**src/sv/ftr_pkg.sv**
```systemverilog
package ftr_pkg;

    localparam int unsigned FRAME_BYTES = 11;

    localparam logic [7:0] HDR_BYTE    = 8'hFF;
    localparam logic [7:0] CMD_DATA    = 8'h53;
    localparam logic [7:0] CMD_PUBLISH = 8'h54;

    localparam logic [2:0] KIND_DATA     = 3'd0;
    localparam logic [2:0] KIND_PUBLISH  = 3'd1;
    localparam logic [2:0] KIND_RAW      = 3'd2;
    localparam logic [2:0] KIND_POLL     = 3'd3;
    localparam logic [2:0] KIND_COMPLETE = 3'd4;

    typedef logic [2:0] t_op;

    localparam t_op OP_FRAME = 3'd0;
    localparam t_op OP_RAW   = 3'd1;
    localparam t_op OP_POLL  = 3'd2;
    localparam t_op OP_DONE  = 3'd3;
    localparam t_op OP_NONE  = 3'd4;

    typedef struct packed {
        t_op                         op;
        logic [3:0]                  count;
        logic                        last;
        logic [FRAME_BYTES-1:0][7:0] bytes;
    } t_cmd;

endpackage

```
**src/sv/ftr_ram.sv**
```systemverilog
module ftr_ram #(
    parameter int WIDTH = 8,
    parameter int DEPTH = 256
) (
    input  logic                     i_clk,
    input  logic                     i_wr_en,
    input  logic [$clog2(DEPTH)-1:0] i_wr_addr,
    input  logic [WIDTH-1:0]         i_wr_data,
    input  logic [$clog2(DEPTH)-1:0] i_rd_addr,
    output logic [WIDTH-1:0]         o_rd_data
);

    logic [WIDTH-1:0] r_mem [DEPTH];

    always_ff @(posedge i_clk) begin
        if (i_wr_en) begin
            r_mem[i_wr_addr] <= i_wr_data;
        end
        o_rd_data <= r_mem[i_rd_addr];
    end

endmodule

```
**src/sv/ftr_front.sv**
```systemverilog
module ftr_front
    import ftr_pkg::*;
(
    input  logic [2:0]  i_kind,
    input  logic [7:0]  i_field_id,
    input  logic [63:0] i_field_value,
    input  logic [7:0]  i_raw_byte,
    input  logic        i_message_end,
    output t_cmd        o_cmd
);

    always_comb begin
        o_cmd       = '0;
        o_cmd.last  = i_message_end;
        unique case (i_kind)
            KIND_DATA: begin
                o_cmd.op       = OP_FRAME;
                o_cmd.count    = 4'(FRAME_BYTES);
                o_cmd.bytes[0] = HDR_BYTE;
                o_cmd.bytes[1] = CMD_DATA;
                o_cmd.bytes[2] = i_field_id;
                for (int i = 0; i < 8; i++) begin
                    o_cmd.bytes[3+i] = i_field_value[8*i +: 8];
                end
            end
            KIND_PUBLISH: begin
                o_cmd.op       = OP_FRAME;
                o_cmd.count    = 4'd2;
                o_cmd.bytes[0] = HDR_BYTE;
                o_cmd.bytes[1] = CMD_PUBLISH;
            end
            KIND_RAW: begin
                o_cmd.op       = OP_RAW;
                o_cmd.count    = 4'd1;
                o_cmd.bytes[0] = i_raw_byte;
            end
            KIND_POLL: begin
                o_cmd.op = OP_POLL;
            end
            KIND_COMPLETE: begin
                o_cmd.op = OP_DONE;
            end
            default: begin
                o_cmd.op = OP_NONE;
            end
        endcase
    end

endmodule

```
**src/sv/ftr_queue.sv**
```systemverilog
module ftr_queue
    import ftr_pkg::*;
(
    input  logic i_clk,
    input  logic i_rst_n,
    input  logic i_push,
    input  t_cmd i_data,
    output logic o_full,
    input  logic i_pop,
    output logic o_valid,
    output t_cmd o_data
);

    t_cmd       r_entry [2];
    logic       r_wr;
    logic       r_rd;
    logic [1:0] r_cnt;
    logic       n_wr;
    logic       n_rd;
    logic [1:0] n_cnt;
    logic       push;
    logic       pop;

    assign o_full  = (r_cnt == 2'd2);
    assign o_valid = (r_cnt != 2'd0);
    assign o_data  = r_entry[r_rd];
    assign push    = i_push && !o_full;
    assign pop     = i_pop && o_valid;

    always_comb begin
        n_wr  = push ? ~r_wr : r_wr;
        n_rd  = pop ? ~r_rd : r_rd;
        n_cnt = r_cnt;
        if (push && !pop) begin
            n_cnt = r_cnt + 2'd1;
        end else if (pop && !push) begin
            n_cnt = r_cnt - 2'd1;
        end
    end

    always_ff @(posedge i_clk) begin
        if (!i_rst_n) begin
            r_wr  <= 1'b0;
            r_rd  <= 1'b0;
            r_cnt <= 2'd0;
        end else begin
            r_wr  <= n_wr;
            r_rd  <= n_rd;
            r_cnt <= n_cnt;
        end
    end

    always_ff @(posedge i_clk) begin
        if (push) begin
            r_entry[r_wr] <= i_data;
        end
    end

endmodule

```
**src/sv/ftr_back.sv**
```systemverilog
module ftr_back
    import ftr_pkg::*;
#(
    parameter int RING_DEPTH = 256
) (
    input  logic       i_clk,
    input  logic       i_rst_n,
    input  logic       i_cmd_valid,
    input  t_cmd       i_cmd,
    output logic       o_cmd_pop,
    output logic       o_valid,
    input  logic       i_stall,
    output logic       o_status,
    output logic       o_burst_valid,
    output logic [7:0] o_burst_start,
    output logic [7:0] o_burst_length
);

    localparam int AW = $clog2(RING_DEPTH);
    localparam logic [AW:0]   DEPTH_W  = (AW+1)'(RING_DEPTH);
    localparam logic [AW-1:0] LAST_IDX = AW'(RING_DEPTH - 1);

    localparam logic S_IDLE  = 1'b0;
    localparam logic S_WRITE = 1'b1;

    logic          r_state;
    logic          n_state;
    t_cmd          r_cmd;
    t_cmd          n_cmd;
    logic [3:0]    r_idx;
    logic [3:0]    n_idx;
    logic [AW-1:0] r_wp;
    logic [AW-1:0] n_wp;
    logic [AW-1:0] r_rp;
    logic [AW-1:0] n_rp;
    logic          r_sending;
    logic          n_sending;
    logic [AW-1:0] r_burst;
    logic [AW-1:0] n_burst;
    logic          r_drop;
    logic          n_drop;
    logic          r_out_valid;
    logic          n_out_valid;
    logic          r_status;
    logic          n_status;
    logic          r_bvalid;
    logic          n_bvalid;
    logic [7:0]    r_bstart;
    logic [7:0]    n_bstart;
    logic [7:0]    r_blen;
    logic [7:0]    n_blen;

    logic          slot_free;
    logic          full;
    logic [AW-1:0] wp_next;
    logic [AW-1:0] pending;
    logic [AW:0]   rp_sum;
    logic          wr_en;
    logic [7:0]    wr_data;

    assign slot_free = !r_out_valid || !i_stall;
    assign wp_next   = (r_wp == LAST_IDX) ? '0 : r_wp + 1'b1;
    assign full      = (wp_next == r_rp);
    assign pending   = (r_wp >= r_rp) ? r_wp - r_rp : AW'(DEPTH_W - {1'b0, r_rp});
    assign rp_sum    = {1'b0, r_rp} + {1'b0, r_burst};

    always_comb begin
        n_state     = r_state;
        n_cmd       = r_cmd;
        n_idx       = r_idx;
        n_wp        = r_wp;
        n_rp        = r_rp;
        n_sending   = r_sending;
        n_burst     = r_burst;
        n_drop      = r_drop;
        n_out_valid = r_out_valid && i_stall;
        n_status    = r_status;
        n_bvalid    = r_bvalid;
        n_bstart    = r_bstart;
        n_blen      = r_blen;
        o_cmd_pop   = 1'b0;
        wr_en       = 1'b0;
        wr_data     = i_cmd.bytes[0];

        unique case (r_state)
            S_IDLE: begin
                if (i_cmd_valid && i_cmd.op == OP_FRAME) begin
                    if (!full) begin
                        o_cmd_pop = 1'b1;
                        wr_en     = 1'b1;
                        n_wp      = wp_next;
                        n_cmd     = i_cmd;
                        n_idx     = 4'd1;
                        n_state   = S_WRITE;
                    end else if (slot_free) begin
                        o_cmd_pop   = 1'b1;
                        n_out_valid = 1'b1;
                        n_status    = 1'b1;
                        n_bvalid    = 1'b0;
                        n_bstart    = 8'd0;
                        n_blen      = 8'd0;
                    end
                end else if (i_cmd_valid && slot_free) begin
                    o_cmd_pop   = 1'b1;
                    n_out_valid = 1'b1;
                    n_status    = 1'b0;
                    n_bvalid    = 1'b0;
                    n_bstart    = 8'd0;
                    n_blen      = 8'd0;
                    unique case (i_cmd.op)
                        OP_RAW: begin
                            if (r_drop) begin
                                n_status = 1'b1;
                                if (i_cmd.last) begin
                                    n_drop = 1'b0;
                                end
                            end else if (full) begin
                                n_status = 1'b1;
                                if (!i_cmd.last) begin
                                    n_drop = 1'b1;
                                end
                            end else begin
                                wr_en = 1'b1;
                                n_wp  = wp_next;
                            end
                        end
                        OP_POLL: begin
                            if (!r_sending && pending != '0) begin
                                n_sending = 1'b1;
                                n_burst   = pending;
                                n_bvalid  = 1'b1;
                                n_bstart  = 8'(r_rp);
                                n_blen    = 8'(pending);
                            end
                        end
                        OP_DONE: begin
                            if (r_sending) begin
                                n_rp      = (rp_sum == DEPTH_W) ? '0 : rp_sum[AW-1:0];
                                n_sending = 1'b0;
                            end
                        end
                        default: begin
                        end
                    endcase
                end
            end
            S_WRITE: begin
                wr_data = r_cmd.bytes[r_idx];
                if (full || r_idx == r_cmd.count - 4'd1) begin
                    if (slot_free) begin
                        if (!full) begin
                            wr_en = 1'b1;
                            n_wp  = wp_next;
                        end
                        n_out_valid = 1'b1;
                        n_status    = full;
                        n_bvalid    = 1'b0;
                        n_bstart    = 8'd0;
                        n_blen      = 8'd0;
                        n_state     = S_IDLE;
                    end
                end else begin
                    wr_en = 1'b1;
                    n_wp  = wp_next;
                    n_idx = r_idx + 4'd1;
                end
            end
            default: begin
                n_state = S_IDLE;
            end
        endcase
    end

    always_ff @(posedge i_clk) begin
        if (!i_rst_n) begin
            r_state     <= S_IDLE;
            r_idx       <= 4'd0;
            r_wp        <= '0;
            r_rp        <= '0;
            r_sending   <= 1'b0;
            r_burst     <= '0;
            r_drop      <= 1'b0;
            r_out_valid <= 1'b0;
        end else begin
            r_state     <= n_state;
            r_idx       <= n_idx;
            r_wp        <= n_wp;
            r_rp        <= n_rp;
            r_sending   <= n_sending;
            r_burst     <= n_burst;
            r_drop      <= n_drop;
            r_out_valid <= n_out_valid;
        end
    end

    always_ff @(posedge i_clk) begin
        r_cmd    <= n_cmd;
        r_status <= n_status;
        r_bvalid <= n_bvalid;
        r_bstart <= n_bstart;
        r_blen   <= n_blen;
    end

    ftr_ram #(
        .WIDTH (8),
        .DEPTH (RING_DEPTH)
    ) u_ring (
        .i_clk     (i_clk),
        .i_wr_en   (wr_en),
        .i_wr_addr (r_wp),
        .i_wr_data (wr_data),
        .i_rd_addr (r_rp),
        .o_rd_data ()
    );

    assign o_valid        = r_out_valid;
    assign o_status       = r_status;
    assign o_burst_valid  = r_bvalid;
    assign o_burst_start  = r_bstart;
    assign o_burst_length = r_blen;

endmodule

```
**src/sv/framed_tx_ring_with_burst_issue_unit.sv**
```systemverilog
// A word waits in a two-entry command queue. A raw byte, poll or completion reaches the
// output register on acceptance; a frame, once its bytes are written or the ring is full.
// Throughput is one ring byte per cycle through the single ring write port, but a frame's
// last byte and other words wait on a stalled output, and a frame holds up the next word.
// Reset clears the pointers, the sending and dropping flags and the queue; ring contents are
// not cleared and no clearing pass is run.
module framed_tx_ring_with_burst_issue_unit
    import ftr_pkg::*;
#(
    parameter int RING_DEPTH = 256
) (
    input  logic        i_clk,
    input  logic        i_rst_n,
    input  logic        i_valid,
    output logic        o_stall,
    input  logic [2:0]  i_kind,
    input  logic [7:0]  i_field_id,
    input  logic [63:0] i_field_value,
    input  logic [7:0]  i_raw_byte,
    input  logic        i_message_end,
    output logic        o_valid,
    input  logic        i_stall,
    output logic        o_status,
    output logic        o_burst_valid,
    output logic [7:0]  o_burst_start,
    output logic [7:0]  o_burst_length
);

    t_cmd front_cmd;
    t_cmd queue_cmd;
    logic queue_full;
    logic queue_valid;
    logic queue_pop;

    ftr_front u_front (
        .i_kind        (i_kind),
        .i_field_id    (i_field_id),
        .i_field_value (i_field_value),
        .i_raw_byte    (i_raw_byte),
        .i_message_end (i_message_end),
        .o_cmd         (front_cmd)
    );

    ftr_queue u_queue (
        .i_clk   (i_clk),
        .i_rst_n (i_rst_n),
        .i_push  (i_valid),
        .i_data  (front_cmd),
        .o_full  (queue_full),
        .i_pop   (queue_pop),
        .o_valid (queue_valid),
        .o_data  (queue_cmd)
    );

    ftr_back #(
        .RING_DEPTH (RING_DEPTH)
    ) u_back (
        .i_clk          (i_clk),
        .i_rst_n        (i_rst_n),
        .i_cmd_valid    (queue_valid),
        .i_cmd          (queue_cmd),
        .o_cmd_pop      (queue_pop),
        .o_valid        (o_valid),
        .i_stall        (i_stall),
        .o_status       (o_status),
        .o_burst_valid  (o_burst_valid),
        .o_burst_start  (o_burst_start),
        .o_burst_length (o_burst_length)
    );

    assign o_stall = queue_full;

endmodule
```
**config.mk**
```make
export PLATFORM = sky130hd
export DESIGN_NAME = framed_tx_ring_with_burst_issue_unit
export DESIGN_NICKNAME = d
export VERILOG_FILES = /design/src/sv/ftr_pkg.sv /design/src/sv/ftr_ram.sv /design/src/sv/ftr_front.sv /design/src/sv/ftr_queue.sv /design/src/sv/ftr_back.sv /design/src/sv/framed_tx_ring_with_burst_issue_unit.sv
export SDC_FILE = /design/constraint.sdc
export NUM_CORES = 1
export LEC_CHECK = 0
export ABC_AREA = 1
export BUFFER_PORTS_ARGS = -buffer_cell sky130_fd_sc_hd__buf_2
export CORE_MARGIN = 2
export CORE_UTILIZATION = 39
export CTS_CLUSTER_DIAMETER = 40
export DETAILED_ROUTE_END_ITERATION = 8
export PLACE_DENSITY = 0.72
export SYNTH_ARGS = -nofsm -noshare
export SYNTH_HDL_FRONTEND = slang
export SYNTH_SLANG_ARGS = --single-unit
```
**constraint.sdc**
```tcl
create_clock -name i_clk -period 6.5 [get_ports i_clk]
set_clock_uncertainty 0.1 [all_clocks]
set_input_delay 0.65 -clock i_clk [delete_from_list [all_inputs] [get_ports i_clk]]
set_output_delay 0.65 -clock i_clk [all_outputs]
set_load 0.01 [all_outputs]
```
# == Yosys cells after proc, flatten, opt, wreduce, memory -nomap -nowiden ==
# Memories as Yosys holds them, arrays and structs flattened. A register that Yosys moved wholly into a read port is not among the register bits.
# Cells that the tools add are included.
# classes
bitwise,5
muxes,81
magnitude_cmp,1
n_reduce_logical,32
n_addsub,8
n_eq_ne,24
# ops
operator,count
$mux W8,24
$mux W72,1
$pmux W8 S2,4
$mux W1,38
$reduce_and A5 Y1,4
$pmux W7 S2,1
$eq A3 B2 Y1 const B,4
$mux W4,3
$pmux W3 S4,1
$pmux W4 S3,1
$pmux W1 S2,5
$add A8 B8 Y9,1
$eq A9 B9 Y1 const B,1
$ne A3 B2 Y1 const B,3
$reduce_and A3 Y1,3
$add A8 B1 Y8 const B,1
$eq A8 B8 Y1,1
$eq A8 B8 Y1 const B,1
$ge A8 B8 Y1,1
$logic_and A1 B1 Y1,8
$ne A2 B2 Y1 const B,4
$pmux W4 S2,1
$reduce_and A4 Y1,2
$reduce_bool A8 Y1,1
20 further kinds,37
# totals
elab_cells,168
out_inout_bits,20
mem_bits_rw,190
reg_bits,58
memories,1
# memory_table
name,depth,width,rd,rd_ports_with_merged_regs,wr,line_no,source
u_queue.r_entry,2,95,1,1,1,ftr_queue.sv:14,t_cmd r_entry [2];

# == Depth between registers and ports, before layout ==
# logic_depth
depth_word,10
ltp_mapped,18
depth_no_buf,18

# == Modules after synthesis ==
# From an unflattened synthesis, not the netlist that was laid out.
# hier_totals
cells_unflattened,1052
hier_area_um2,12233.0
# modules_own_cells
mod,instances,area_per_inst_um2,seq_area_each_um2,cells_per_inst
ftr_queue,1,7369.6,5865.6,336
ftr_back,1,3846.2,1301.2,520
ftr_front,1,1017.2,0.0,196

# == Worst setup path after synthesis ==
# Ideal clock, no wire load.
# synth_path
path_kind,register -> register
startpoint,reg with a tool-made name
endpoint,"reg u_back.r_blen[6] (netlist: u_back.o_burst_length[6]), data pin"
setup_ps,253
stages_incl_launch_ff,18
slack_ps,3832
arrival_ps,2315
period_less_slack_ps,2668
t_required_ps,6147
path_buffers,1
path_cell_list,dfxtp_1 -> inv_1 -> ha_1 -> inv_1 -> fa_1 -> nand3_1 -> nand2_2 -> nand2_1 -> nand3_4 -> nand2_1 -> nand2_1 -> a21oi_2 -> nand3_4 -> nand2_4 -> nor2_8 -> buf_8 -> nand3_1 -> nand2_1
# synth_rtl
element,line_no,source
to (signal assigned),ftr_back.sv:201,r_blen <= n_blen;
to (decl),ftr_back.sv:50,logic [7:0] r_blen;

==> results.toml <==
[status]
status = "finished clean"

[final_layout]
areaGrowthSynthToFinish_pct = 10.9
fin_area_sq_um = 5220
final_layout_size_suffix_gt1_frac = 0.146
antenna_cells = 0
final_util = 0.439
ff_latch_area_sq_um = 1790
final_cells = 803
multi_input_area_sq_um = 2490
num-nets-final = 762
fillerInstances = 1161

[place]
placed_cells = 787
placed_area_sq_um = 4910
gp_congestion = 0.844
portBuffers = 27
dp_hpwl_um = 7300
place_ws_ps = 3120

[power]
switchingPower_w = 0.00107
sw_frac_of_total = 0.448
seqPwrFrac = 0.307
vdd_drop_max_v = 0.000147
p_leak_nw = 2.44
pwr-share-comb = 0.476
p_per_area_nw_per_um2 = 458
p_int_w = 0.00132
clockPowerShare = 0.217

[floorplanning]
io_pins = 108
die_x_um = 114
start_util = 0.395
fp.dieArea_sq_um = 13000
rows = 40
core_area_sq_um = 11900
die_h_um = 114

[synth]
synth.top_cell.area_share = 0.223
synth_edf_count = 35
syn_nets = 738
synth_async_sr_flop_share = 0
ys_ff_latch = 72
synth_top_area_cell = "edfxtp_1"
synth_area_sq_um = 4710
synth_area_per_cell_sq_um = 7.51
synthCells = 627
netlist-cell-type-count = 41
synth_top_flop_cell = "dfxtp_1"
synth_area_leaders = "edfxtp_1, dfxtp_1, nand2_1"
ys_seq_area_frac = 0.380
yosysWarnings = 0

[clock_network]
htree_num_levels = 3
clockRootBuffer = "clkbuf_16"
post-cts-setup-buffers = 0
cts_tree = "done"
cts_hold_buf = 0
clock_path_buffers = 2
cts_sinks = 72
ctsResizeCount = 0
path_clk_slew_ps = 60
cts_buffers = 9
insertion_delay_ps = 340

[min_path]
min_path_type = "flip-flop to flip-flop"
whs_path_depth = 2

[sta]
finalWorstSetupSlack_ps = 3050
finalSetupViolCount = 0
slew_violations = 0
hold_viol = 0
fin_tns_setup_ps = 0
fin_crit_sh = 0.531
finalCriticalPeriod_ps = 3450
tightest_slew_ps = 1050
slew_headroom = 0.301
max_freq_mhz = 290
rsz0062_at_grt = "no"

[setup_path]
worst-endpoint-required_ps = 6370
path_class = "flip-flop to flip-flop"
worst-r2r-cell-count = 12
crit_arrival_ps = 3320
cp_max_fo = 21
startpoint_type = "flip-flop"
cp-end-kind = "flip-flop"
r2r_end = "u_back.o_burst_length[1]"
r2r_slack_ps = 3050
crit_end = "u_back.o_burst_length[1]"

[drt]
vias = 3922
first_pass_iters = 5
wl_um = 9840
via_per_inst = 4.88
drc = 0
dr.first_iter.drc_count = 289
drtAntennaViolNets = 0
wl_per_cell_um = 12.3

[global_route]
grt_usage = 0.157
grt-ovfl-total = 0
grt_pass1_wl_um = 16300
grt_max_degree = 25
grt_pass1_vias = 3434
antenna_found_initial = 0

[flow_run]
maxCapViolCount = 0
-- cell usage after synthesis, types with 2 or more instances --
cell type and n:
inv_2 5, nand3_1 50, nand2_2 14, dfxtp_1 37, a21oi_1 37, buf_6 5, or2_0 2, nand2_1 177
edfxtp_1 35, nand2_4 3, buf_4 3, ha_1 21, o21bai_1 2, fa_1 2, xnor2_1 7, nor2_2 10
nand3_2 10, o21ai_0 18, buf_2 2, inv_1 78, nand3b_1 3, xor2_1 13, nor2_1 60, clkbuf_1 3
nand4_1 12, nand3_4 3
-- power by group through the flow --
stage	combinational (W)	sequential, W	clock (W)
2_1_floorplan	0.000918	0.000745	0
3_3_place_gp	0.00112	0.000739	0
3_5_place_dp	0.00113	0.000742	0
4_1_cts	0.00114	0.000734	0.000524
5_1_grt	0.00129	0.000754	0.000548
6_report	0.00114	0.000735	0.000518
-- per-layer routing --
layer  GRT usage  wire, um  vias up
met4      0.0675       187        0
met2       0.248      4380       98
met3      0.0271       508       12
met5           0         0        -
met1       0.211      4770     1735
li1            -         -     2077
-- worst min-delay path by stage --
| stage | start | to | slack (ps) |
|---|---|---|---|
| finish | u_queue.r_rd | u_queue.r_rd | 390 |
| global route | i_message_end | u_queue.r_entry[1][87] | 400 |
| CTS | u_queue.r_rd | u_queue.r_rd | 390 |
| detailed placement | u_queue.r_rd | u_queue.r_rd | 380 |
| global placement | u_queue.r_rd | u_queue.r_rd | 360 |
| floorplan | u_queue.r_rd | flip-flop | 350 |
-- through the flow --
| stage | power, W | hold slack (ps) |
|---|---|---|
| after global placement | 0.00186 | 363 |
| after detailed placement | 0.00188 | 379 |
| final | 0.00239 | 386 |
| after global routing | 0.00259 | 403 |
| after floorplan | 0.00166 | 352 |
| after CTS | 0.00240 | 393 |
-- worst max-delay path, stage by stage (launching register included) --
cell and delay, ps:
dfxtp_1 420, inv_4 140, or2_0 160, o21ai_2 110, nand2_1 120, nor2_1 70
nor2_2 810, inv_1 190, nand2_2 180, inv_2 90, nand2_2 110, o21ai_1 120
inv_1 470
-- logic make-up (layout without fill, tap and decap cells) --
| family | Yosys count | after routing | share of synthesized area |
|---|---|---|---|
| AND/OR/NAND/NOR | 349 | 349 | 0.349 |
| buffers and inverters | 98 | 127 | 0.0919 |
| flip-flops | 72 | 72 | 0.380 |
| AO/OA/AOI/OAI | 65 | 65 | 0.0770 |
| adder cells (fa/ha/maj) | 23 | 23 | 0.0643 |
| XOR/XNOR | 20 | 20 | 0.0372 |
-- placed cells by master (no fill, tap or decap), types with 2 or more instances in the layout --
cell type  Yosys  final
inv_6          0      3
ha_1          21     21
nand2_2       14     14
o21bai_1       2      2
nor2_2        10     10
inv_2          5      5
nor2_1        60     60
nand2_1      177    177
nand4_1       12     12
edfxtp_1      35     35
or2_0          2      2
o21ai_0       18     18
clkbuf_16      0      9
nand3_4        3      3
nand3b_1       3      3
inv_1         78     78
nand3_2       10     10
a21oi_1       37     37
dfxtp_1       37     37
buf_2          2     27
nand2_4        3      3
xnor2_1        7      7
nand3_1       50     50
fa_1           2      2
xor2_1        13     13
-- final cells by class --
class	instances	area share
multi-input combinational	457	0.476
timing repair buffer	27	0.0259
clock inverter	7	0.0160
tap	147	0.0352
inverter	84	0.0608
sequential	72	0.343
clock buffer	9	0.0431
No activity file was read; power rests on OpenSTA's default activity.
